==> config.mk <==
export PLATFORM = sky130hd
export DESIGN_NAME = ultrasonic_range_averager
export DESIGN_NICKNAME = d
export VERILOG_FILES = /design/src/sv/ura_pkg.sv /design/src/sv/ultrasonic_range_averager.sv /design/src/sv/ura_serial_div.sv /design/src/sv/ura_sample_window.sv
export VERILOG_INCLUDE_DIRS = /design/src /design/src/sv
export SDC_FILE = /design/constraint.sdc
export NUM_CORES = 1
export LEC_CHECK = 0
export BUFFER_PORTS_ARGS = -buffer_cell sky130_fd_sc_hd__buf_2
export CAP_MARGIN = 20
export CORE_UTILIZATION = 30
export CTS_BUF_LIST = sky130_fd_sc_hd__clkbuf_2 sky130_fd_sc_hd__clkbuf_4 sky130_fd_sc_hd__clkbuf_8
export DETAILED_ROUTE_END_ITERATION = 16
export GPL_ROUTABILITY_DRIVEN = 0
export PLACE_DENSITY_LB_ADDON = 0.15
export SYNTH_ARGS = -nofsm -noshare
export SYNTH_HDL_FRONTEND = slang
export SYNTH_SLANG_ARGS = --single-unit
==> constraint.sdc <==
create_clock -name clk_i -period 8.5 [get_ports clk_i]
set_input_delay 1.7 -clock clk_i [delete_from_list [all_inputs] [get_ports clk_i]]
set_output_delay 1.7 -clock clk_i [all_outputs]
set_load 0.01 [all_outputs]
==> src/sv/ultrasonic_range_averager_assert.svh <==
// ----------------------------------------------------------------------------
// Ultrasonic range averager assertion macros
// Concurrent checks, compiled out for synthesis.
// ----------------------------------------------------------------------------
`ifndef ULTRASONIC_RANGE_AVERAGER_ASSERT_SVH
`define ULTRASONIC_RANGE_AVERAGER_ASSERT_SVH

`ifndef SYNTHESIS
// Same-cycle implication
`define URA_ASSERT_IMP(lbl, clk, rst_n, ante, cons) \
  lbl: assert property (@(posedge clk) disable iff (!rst_n) (ante) |-> (cons)) \
    else $error("same-cycle check failed");
// Next-cycle implication
`define URA_ASSERT_NXT(lbl, clk, rst_n, ante, cons) \
  lbl: assert property (@(posedge clk) disable iff (!rst_n) (ante) |=> (cons)) \
    else $error("next-cycle check failed");
`else
`define URA_ASSERT_IMP(lbl, clk, rst_n, ante, cons)
`define URA_ASSERT_NXT(lbl, clk, rst_n, ante, cons)
`endif

`endif

==> src/sv/ura_pkg.sv <==
// ----------------------------------------------------------------------------
// Ultrasonic range averager package
// Field widths, register codes, reset values and shared types.
// ----------------------------------------------------------------------------
`timescale 1ns / 1ps

package ura_pkg;

  // Field widths
  localparam int ECHO_W    = 16;
  localparam int DIST_W    = 11;
  localparam int DIR_W     = 2;
  localparam int CFG_W     = 16;
  localparam int CFG_IDX_W = 1;

  // Microseconds of echo per centimeter of range
  localparam int US_PER_CM = 58;
  localparam int DIVS_W    = $clog2(US_PER_CM + 1);

  // Direction codes; the reserved code behaves as no direction
  localparam logic [DIR_W-1:0] DIR_NONE = 2'd0;
  localparam logic [DIR_W-1:0] DIR_RSVD = 2'd3;

  // Register indexes
  localparam logic [CFG_IDX_W-1:0] CFG_TIMEOUT = 1'b0;
  localparam logic [CFG_IDX_W-1:0] CFG_DEFAULT = 1'b1;

  // Register reset values
  localparam logic [ECHO_W-1:0] TIMEOUT_RST = 16'd30000;
  localparam logic [DIST_W-1:0] DEFAULT_RST = 11'd120;

  // Commands from the sequencer to the sample window
  typedef struct packed {
    logic clear;
    logic push;
    logic sum_start;
  } win_cmd_t;

endpackage

==> src/sv/ultrasonic_range_averager.sv <==
// ----------------------------------------------------------------------------
// Ultrasonic range averager
// Converts echo widths to centimeters and averages a sliding sample window.
// ----------------------------------------------------------------------------
//
//   channel  handshake                    payload
//   -------  ---------------------------  ------------------------------
//   cfg      cfg_we_i                     cfg_idx_i, cfg_data_i
//   in       in_valid_i / in_stall_o      direction_i, echo_width_us_i
//   out      out_valid_o / out_stall_i    distance_cm_o
//
// A word with a direction makes two passes through the shared bit-serial
// divider, one quotient bit per cycle, and the serial window sum. With no
// direction the first divide is skipped; with an empty window, the second.
// Reset clears the window, the direction history and loads the register
// reset values. A stalled result sits in the output register while the next
// word is accepted and worked on.
`timescale 1ns / 1ps
`include "ultrasonic_range_averager_assert.svh"

module ultrasonic_range_averager
  import ura_pkg::*;
#(
  parameter int WINDOW_LEN = 3
) (
  input  logic                 clk_i,
  input  logic                 rst_ni,
  input  logic                 cfg_we_i,
  input  logic [CFG_IDX_W-1:0] cfg_idx_i,
  input  logic [CFG_W-1:0]     cfg_data_i,
  input  logic                 in_valid_i,
  output logic                 in_stall_o,
  input  logic [DIR_W-1:0]     direction_i,
  input  logic [ECHO_W-1:0]    echo_width_us_i,
  output logic                 out_valid_o,
  input  logic                 out_stall_i,
  output logic [DIST_W-1:0]    distance_cm_o
);

  localparam int SUM_W  = DIST_W + $clog2(WINDOW_LEN);
  localparam int FILL_W = $clog2(WINDOW_LEN + 1);

  typedef enum logic [2:0] {
    S_IDLE,
    S_DIV_CM,
    S_PUSH,
    S_SUM_GO,
    S_SUM_WAIT,
    S_DIV_AVG,
    S_RESULT
  } state_e;

  state_e            state_q;
  logic [ECHO_W-1:0] timeout_q;
  logic [DIST_W-1:0] default_q;
  logic [DIR_W-1:0]  prev_dir_q;
  logic [DIST_W-1:0] sample_q;
  logic [DIST_W-1:0] res_q;
  logic              out_valid_q;
  logic [DIST_W-1:0] out_q;

  logic              accept;
  logic [DIR_W-1:0]  dir_n;
  logic [ECHO_W-1:0] echo_eff;
  logic              div_start;
  logic [ECHO_W-1:0] div_dvd;
  logic [DIVS_W-1:0] div_dvs;
  logic              div_done;
  logic [ECHO_W-1:0] div_quot;
  win_cmd_t          win_cmd;
  logic [SUM_W-1:0]  win_sum;
  logic [FILL_W-1:0] win_fill;
  logic              sum_done;
  logic              out_free;

  assign accept   = in_valid_i && !in_stall_o;
  assign dir_n    = (direction_i == DIR_RSVD) ? DIR_NONE : direction_i;
  assign echo_eff = (echo_width_us_i == '0) ? timeout_q : echo_width_us_i;
  assign out_free = !out_valid_q || !out_stall_i;

  // Drive the divider and the window from the sequencer state
  always_comb begin
    win_cmd.clear     = accept && (dir_n != prev_dir_q);
    win_cmd.push      = (state_q == S_PUSH) && (sample_q != '0);
    win_cmd.sum_start = (state_q == S_SUM_GO);
    div_start         = 1'b0;
    div_dvd           = echo_eff;
    div_dvs           = DIVS_W'(US_PER_CM);
    if (accept && dir_n != DIR_NONE) begin
      div_start = 1'b1;
    end else if (state_q == S_SUM_WAIT && sum_done && win_fill != '0) begin
      div_start = 1'b1;
      div_dvd   = ECHO_W'(win_sum);
      div_dvs   = DIVS_W'(win_fill);
    end
  end

  // Hold configuration registers
  always_ff @(posedge clk_i or negedge rst_ni) begin
    if (!rst_ni) begin
      timeout_q <= TIMEOUT_RST;
      default_q <= DEFAULT_RST;
    end else if (cfg_we_i) begin
      unique case (cfg_idx_i)
        CFG_TIMEOUT: timeout_q <= cfg_data_i[ECHO_W-1:0];
        CFG_DEFAULT: default_q <= cfg_data_i[DIST_W-1:0];
      endcase
    end
  end

  // Sequence one word; hold the result register
  always_ff @(posedge clk_i or negedge rst_ni) begin
    if (!rst_ni) begin
      state_q     <= S_IDLE;
      prev_dir_q  <= DIR_NONE;
      sample_q    <= '0;
      res_q       <= '0;
      out_valid_q <= 1'b0;
      out_q       <= '0;
    end else begin
      if (out_valid_q && !out_stall_i && state_q != S_RESULT) begin
        out_valid_q <= 1'b0;
      end
      unique case (state_q)
        S_IDLE: begin
          if (accept) begin
            prev_dir_q <= dir_n;
            if (dir_n == DIR_NONE) begin
              sample_q <= default_q;
              state_q  <= S_PUSH;
            end else begin
              state_q <= S_DIV_CM;
            end
          end
        end
        S_DIV_CM: begin
          if (div_done) begin
            sample_q <= div_quot[DIST_W-1:0];
            state_q  <= S_PUSH;
          end
        end
        S_PUSH:   state_q <= S_SUM_GO;
        S_SUM_GO: state_q <= S_SUM_WAIT;
        S_SUM_WAIT: begin
          if (sum_done) begin
            if (win_fill == '0) begin
              res_q   <= default_q;
              state_q <= S_RESULT;
            end else begin
              state_q <= S_DIV_AVG;
            end
          end
        end
        S_DIV_AVG: begin
          if (div_done) begin
            res_q   <= div_quot[DIST_W-1:0];
            state_q <= S_RESULT;
          end
        end
        S_RESULT: begin
          if (out_free) begin
            out_q       <= res_q;
            out_valid_q <= 1'b1;
            state_q     <= S_IDLE;
          end
        end
        default: state_q <= S_IDLE;
      endcase
    end
  end

  ura_serial_div #(
    .DVD_W(ECHO_W),
    .DVS_W(DIVS_W)
  ) u_div (
    .clk_i     (clk_i),
    .rst_ni    (rst_ni),
    .start_i   (div_start),
    .dividend_i(div_dvd),
    .divisor_i (div_dvs),
    .done_o    (div_done),
    .quotient_o(div_quot)
  );

  ura_sample_window #(
    .WINDOW_LEN(WINDOW_LEN)
  ) u_window (
    .clk_i     (clk_i),
    .rst_ni    (rst_ni),
    .cmd_i     (win_cmd),
    .sample_i  (sample_q),
    .sum_o     (win_sum),
    .fill_o    (win_fill),
    .sum_done_o(sum_done)
  );

  assign in_stall_o    = (state_q != S_IDLE);
  assign out_valid_o   = out_valid_q;
  assign distance_cm_o = out_q;

  `URA_ASSERT_NXT(a_top_accept_busy, clk_i, rst_ni, accept, in_stall_o)
  `URA_ASSERT_NXT(a_top_result_load, clk_i, rst_ni,
                  state_q == S_RESULT && !out_valid_q, out_valid_q && state_q == S_IDLE)
  `URA_ASSERT_IMP(a_top_idle_no_done, clk_i, rst_ni, state_q == S_IDLE, !div_done && !sum_done)

endmodule

==> src/sv/ura_serial_div.sv <==
// ----------------------------------------------------------------------------
// Ultrasonic range averager serial divider
// Restoring divider, one quotient bit per cycle, MSB first.
// ----------------------------------------------------------------------------
`timescale 1ns / 1ps
`include "ultrasonic_range_averager_assert.svh"

module ura_serial_div #(
  parameter int DVD_W = 16,
  parameter int DVS_W = 7
) (
  input  logic             clk_i,
  input  logic             rst_ni,
  input  logic             start_i,
  input  logic [DVD_W-1:0] dividend_i,
  input  logic [DVS_W-1:0] divisor_i,
  output logic             done_o,
  output logic [DVD_W-1:0] quotient_o
);

  localparam int CNT_W = $clog2(DVD_W);

  logic [DVD_W-1:0] shift_q, shift_d;
  logic [DVS_W-1:0] rem_q, rem_d;
  logic [DVS_W-1:0] dvs_q;
  logic [CNT_W-1:0] cnt_q;
  logic             busy_q;
  logic             done_q;
  logic [DVS_W:0]   trial;
  logic [DVS_W+1:0] diff;
  logic             qbit;

  // Bring down the next dividend bit and try one subtract
  always_comb begin
    trial   = {rem_q, shift_q[DVD_W-1]};
    diff    = {1'b0, trial} - {2'b00, dvs_q};
    qbit    = ~diff[DVS_W+1];
    rem_d   = qbit ? diff[DVS_W-1:0] : trial[DVS_W-1:0];
    shift_d = {shift_q[DVD_W-2:0], qbit};
  end

  // Hold the dividend, shift in quotient bits, count steps
  always_ff @(posedge clk_i or negedge rst_ni) begin
    if (!rst_ni) begin
      busy_q <= 1'b0;
      done_q <= 1'b0;
      cnt_q  <= '0;
    end else begin
      done_q <= 1'b0;
      if (start_i) begin
        busy_q <= 1'b1;
        cnt_q  <= CNT_W'(DVD_W - 1);
      end else if (busy_q) begin
        if (cnt_q == '0) begin
          busy_q <= 1'b0;
          done_q <= 1'b1;
        end else begin
          cnt_q <= cnt_q - 1'b1;
        end
      end
    end
  end

  always_ff @(posedge clk_i) begin
    if (start_i) begin
      shift_q <= dividend_i;
      rem_q   <= '0;
      dvs_q   <= divisor_i;
    end else if (busy_q) begin
      shift_q <= shift_d;
      rem_q   <= rem_d;
    end
  end

  assign done_o     = done_q;
  assign quotient_o = shift_q;

  `URA_ASSERT_IMP(a_div_no_restart, clk_i, rst_ni, start_i, !busy_q)
  `URA_ASSERT_NXT(a_div_last_step_done, clk_i, rst_ni, busy_q && cnt_q == '0, done_q)
  `URA_ASSERT_IMP(a_div_done_idle, clk_i, rst_ni, done_q, !busy_q)

endmodule

==> src/sv/ura_sample_window.sv <==
// ----------------------------------------------------------------------------
// Ultrasonic range averager sample window
// Sliding window of distance samples with a serial sum, one entry per cycle.
// ----------------------------------------------------------------------------
`timescale 1ns / 1ps
`include "ultrasonic_range_averager_assert.svh"

module ura_sample_window
  import ura_pkg::*;
#(
  parameter int WINDOW_LEN = 3
) (
  input  logic                                        clk_i,
  input  logic                                        rst_ni,
  input  win_cmd_t                                    cmd_i,
  input  logic [DIST_W-1:0]                           sample_i,
  output logic [DIST_W+$clog2(WINDOW_LEN)-1:0]        sum_o,
  output logic [$clog2(WINDOW_LEN+1)-1:0]             fill_o,
  output logic                                        sum_done_o
);

  localparam int SLOT_W = $clog2(WINDOW_LEN);
  localparam int FILL_W = $clog2(WINDOW_LEN + 1);
  localparam int SUM_W  = DIST_W + $clog2(WINDOW_LEN);
  localparam logic [SLOT_W-1:0] LAST_SLOT = SLOT_W'(WINDOW_LEN - 1);
  localparam logic [FILL_W-1:0] FULL      = FILL_W'(WINDOW_LEN);

  logic [DIST_W-1:0] win_q [WINDOW_LEN];
  logic [SLOT_W-1:0] slot_q;
  logic [FILL_W-1:0] fill_q;
  logic [SLOT_W-1:0] idx_q;
  logic [SUM_W-1:0]  acc_q, acc_d;
  logic              busy_q;
  logic              done_q;

  // Add the selected entry to the running sum
  assign acc_d = acc_q + SUM_W'(win_q[idx_q]);

  // Clear or push samples; advance the write slot and fill count
  always_ff @(posedge clk_i or negedge rst_ni) begin
    if (!rst_ni) begin
      for (int i = 0; i < WINDOW_LEN; i++) begin
        win_q[i] <= '0;
      end
      slot_q <= '0;
      fill_q <= '0;
    end else if (cmd_i.clear) begin
      for (int i = 0; i < WINDOW_LEN; i++) begin
        win_q[i] <= '0;
      end
      slot_q <= '0;
      fill_q <= '0;
    end else if (cmd_i.push) begin
      win_q[slot_q] <= sample_i;
      slot_q        <= (slot_q == LAST_SLOT) ? '0 : slot_q + 1'b1;
      if (fill_q != FULL) begin
        fill_q <= fill_q + 1'b1;
      end
    end
  end

  // Walk the entries one per cycle
  always_ff @(posedge clk_i or negedge rst_ni) begin
    if (!rst_ni) begin
      busy_q <= 1'b0;
      done_q <= 1'b0;
      idx_q  <= '0;
    end else begin
      done_q <= 1'b0;
      if (cmd_i.sum_start) begin
        busy_q <= 1'b1;
        idx_q  <= '0;
      end else if (busy_q) begin
        if (idx_q == LAST_SLOT) begin
          busy_q <= 1'b0;
          done_q <= 1'b1;
        end else begin
          idx_q <= idx_q + 1'b1;
        end
      end
    end
  end

  always_ff @(posedge clk_i) begin
    if (cmd_i.sum_start) begin
      acc_q <= '0;
    end else if (busy_q) begin
      acc_q <= acc_d;
    end
  end

  assign sum_o      = acc_q;
  assign fill_o     = fill_q;
  assign sum_done_o = done_q;

  `URA_ASSERT_IMP(a_win_fill_bound, clk_i, rst_ni, 1'b1, fill_q <= FULL)
  `URA_ASSERT_IMP(a_win_slot_bound, clk_i, rst_ni, 1'b1, slot_q <= LAST_SLOT)
  `URA_ASSERT_NXT(a_win_first_push, clk_i, rst_ni,
                  cmd_i.push && !cmd_i.clear && fill_q == '0, fill_q == FILL_W'(1))

endmodule

==> summary.txt <==
antenna fix cells = 0
Least-Margin Pin Slew = 0.9402 ns
clk root buf = clkbuf_8
Synth Flop Type = dfrtp_1
register area share after synthesis = 50.49%
Initial Utilization = 30.70%
buffers added on ports = 52
worst r2r path cells = 12
number of flops mapped to enable cells by yosys = 19
Post-CTS Setup Bufs = 0
Hold Buf Count CTS = 0
final setup fails = 0
Synth Cell Area = 7511 µm²
total power draw = 2.870 mW
crit path time final = 3.600 ns
Final Util = 34.57%
CP endpoint kind = register
# DRC = 0
Max-Cap Viols = 0
post-detailed-route count of antenna-violating nets = 0
Final Slew Violations = 0
Final Cell Area = 8457 µm²
clock sinks = 151
gr usage total = 14.93%
num rows = 57
Synth async-reset ratio = 74.83%
drt initial violations = 301
YS warnings = 0
fin cells = 1103
Synth Net Count = 790
status = completed
largest net degree at the start of global routing = 70
CP Launch Type = register
wire per inst = 16.39 µm
crit path launch = u_window.idx_q[1]
height of the chip = 160.2 µm
fill cell count = 2464
#FFs+latches synth = 151
CTS tree = done
Die W = 160.2 µm
share of cells above drive strength 1 = 22.59%
WP data required = 8.88 ns
core area = 24460 µm²
Vias = 5358
Ports = 53
part of the cycle the worst path needs = 42.35%
CP arrival = 3.98 ns
slack of the worst reg-to-reg path = 4.90 ns
clk buf depth = 2
Layout Skew = 0.01254 ns
global-route wire length before repair = 29.90 mm
detailed placement HPWL = 13.15 mm
H-tree depth reported by CTS = 4
grt ovf = 0
reg2reg end = u_window.sum_o[12]
Peak Freq = 277.8 MHz
library cells used by synthesis = 58
Mean Syn Cell Area = 10.35 µm²
setup TNS = 0 ns
Rel. slew slack = 37.32%
Area after DPL = 8054 µm²
Hold/Removal Path Class = reg2reg
clock-pin slew on the worst setup and hold paths = 0.09 ns
Hold Worst Slack = 0.4995 ns
Setup CP Type = reg2reg
Mapped Cells = 726
First-pass DRT Iterations = 4
Num CTS Buffers = 17
vias in the first global route = 5600
DRT Wirelength = 18.08 mm
Final nets = 830
post-CTS sizing = 0
final worst slack = 4.900 ns
final hold violation count = 0
Critical Path Sink = u_window.sum_o[12]
Cells after DPL = 1070
pre-CTS setup slack = 4.507 ns
FF-to-FF Start = u_window.idx_q[1]
die area = 25670 µm²
initial antenna violation count = 0
worst skew pair latency = 0.46 ns
peak supply drop = 0.09900 mV
RSZ-0062 raised after global routing = false
synth-to-layout area growth = 12.59%
crit-path max FO = 14
Pwr Density = 339.4 nW/µm²
vias per cell = 4.858
Leak = 3.849 nW
[Yosys cell counts (all sizes together) (3+ instances only)]
cell,instances,area (µm²)
mux2,42,473.0
nand2,93,349.1
a31oi,7,43.79
edfxtp,19,570.6
o21a,3,22.52
nand3,15,120.1
nand3b,5,50.05
or3,4,25.02
o22ai,4,25.02
clkbuf,17,63.81
o21ai,73,406.6
and3,4,25.02
a21oi,57,285.3
xnor2,8,70.07
mux2i,41,410.4
xor2,6,52.55
nor4,6,37.54
nor2,48,180.2
inv,30,112.6
nor2b,6,37.54
nor3b,3,27.52
dfxtp,19,380.4
a211oi,9,72.57
nand2b,4,25.02
a22oi,9,72.57
ha,22,275.3
nor3,7,40.04
dfstp,11,289.0
a21o,7,52.55
buf,22,130.1
dfrtp,102,2552
[sequential cells by signal, indices dropped and copies added, names as in the netlist, 2 cells and up]
| signal | flops |
|---|---|
| u_window.idx_q | 2 |
| timeout_q | 16 |
| u_window.win_q | 33 |
| u_div.rem_q | 6 |
| u_div.quotient_o | 16 |
| u_window.sum_o | 13 |
| default_q | 11 |
| state_q | 3 |
| u_div.cnt_q | 4 |
| distance_cm_o | 11 |
| res_q | 11 |
| sample_q | 11 |
| u_div.dvs_q | 3 |
| prev_dir_q | 2 |
| u_window.fill_o | 2 |
| u_window.slot_q | 2 |
[worst min path at each step]
stage                               endpoint  slack [ns]  depth (start not counted)          startpoint
after detailed placement    distance_cm_o[2]        0.49                          1    distance_cm_o[2]
after CTS                 u_window.sum_o[11]        0.51                          2  u_window.sum_o[11]
after global placement      distance_cm_o[2]        0.48                          1    distance_cm_o[2]
after global routing      u_window.sum_o[11]        0.53                          2  u_window.sum_o[11]
after floorplan           u_window.sum_o[11]        0.46                          2  u_window.sum_o[11]
final                     u_window.sum_o[11]        0.50                          2  u_window.sum_o[11]
[layout make-up]
class / instances / area, µm² / area share (%)
Timing Repair Buffer: 60 / 330.3 / 3.906
Multi-Input combinational cell: 505 / 3417 / 40.41
Clock buffer: 17 / 234.0 / 2.767
Tap cell: 324 / 405.4 / 4.794
Inverter: 31 / 116.4 / 1.376
Clock inverter: 15 / 161.4 / 1.909
Sequential cell: 151 / 3792 / 44.84
[logic make-up (layout without fill, tap and decap cells)]
group | after synthesis | in the layout | share of synthesized area, %
muxes | 83 | 83 | 11.76
buffers and inverters | 70 | 123 | 4.131
xor gates and xnor gates | 14 | 14 | 1.633
adders and majority gates | 24 | 24 | 4.198
AOI/OAI and AO/OA | 178 | 178 | 14.14
DFF | 151 | 151 | 50.49
and+or+nand+nor | 206 | 206 | 13.64
[routing by layer]
metal | GRT usage [%] | routed length, µm | up-vias
met5 | 0 | 0 | -
met4 | 4.805 | 282 | 0
met3 | 2.909 | 664 | 18
met2 | 25.43 | 9128 | 78
met1 | 18.94 | 7999 | 2639
li1 | - | - | 2623
[worst max-delay path: stages, from the launching register on]
cell and delay, ns:
dfrtp_1 0.70, nor2_1 0.78, nand2_1 0.12, o21ai_0 0.13, ha_1 0.21, inv_1 0.05, fa_1 0.38, nor2b_1 0.21
o31a_1 0.19, o31a_1 0.20, a31oi_1 0.12, or3_1 0.31, a21oi_1 0.14
[report_power, final]
part	total [mW]	internal (mW)	switching, mW
Clock	0.559	0.244	0.315
Sequential	1.30	1.03	0.276
Combinational	1.01	0.468	0.542
[layout by cell type (no fill, tap or decap), types with 3 or more instances in the layout]
| master | count |
|---|---|
| nor4_1 | 6 |
| dfrtp_1 | 102 |
| dfxtp_1 | 19 |
| o21ai_0 | 59 |
| ha_1 | 22 |
| nand3_2 | 9 |
| clkinv_4 | 4 |
| xnor2_1 | 8 |
| and3_1 | 4 |
| buf_4 | 7 |
| nand3_1 | 6 |
| a21o_1 | 7 |
| or3_1 | 4 |
| mux2_2 | 42 |
| nor2_1 | 48 |
| mux2i_1 | 41 |
| xor2_1 | 6 |
| a22oi_1 | 8 |
| a211oi_1 | 8 |
| inv_6 | 6 |
| clkbuf_8 | 17 |
| o21ai_2 | 12 |
| inv_1 | 30 |
| nand3b_1 | 4 |
| a21oi_1 | 57 |
| buf_2 | 51 |
| nand2b_1 | 4 |
| nand2_1 | 93 |
| edfxtp_1 | 19 |
| a31oi_1 | 7 |
| dfstp_2 | 11 |
| o22ai_1 | 4 |
| nor3_1 | 6 |
| nor2b_1 | 6 |
| o21a_1 | 3 |
Note: power is estimated with default switching activity, not from simulation.
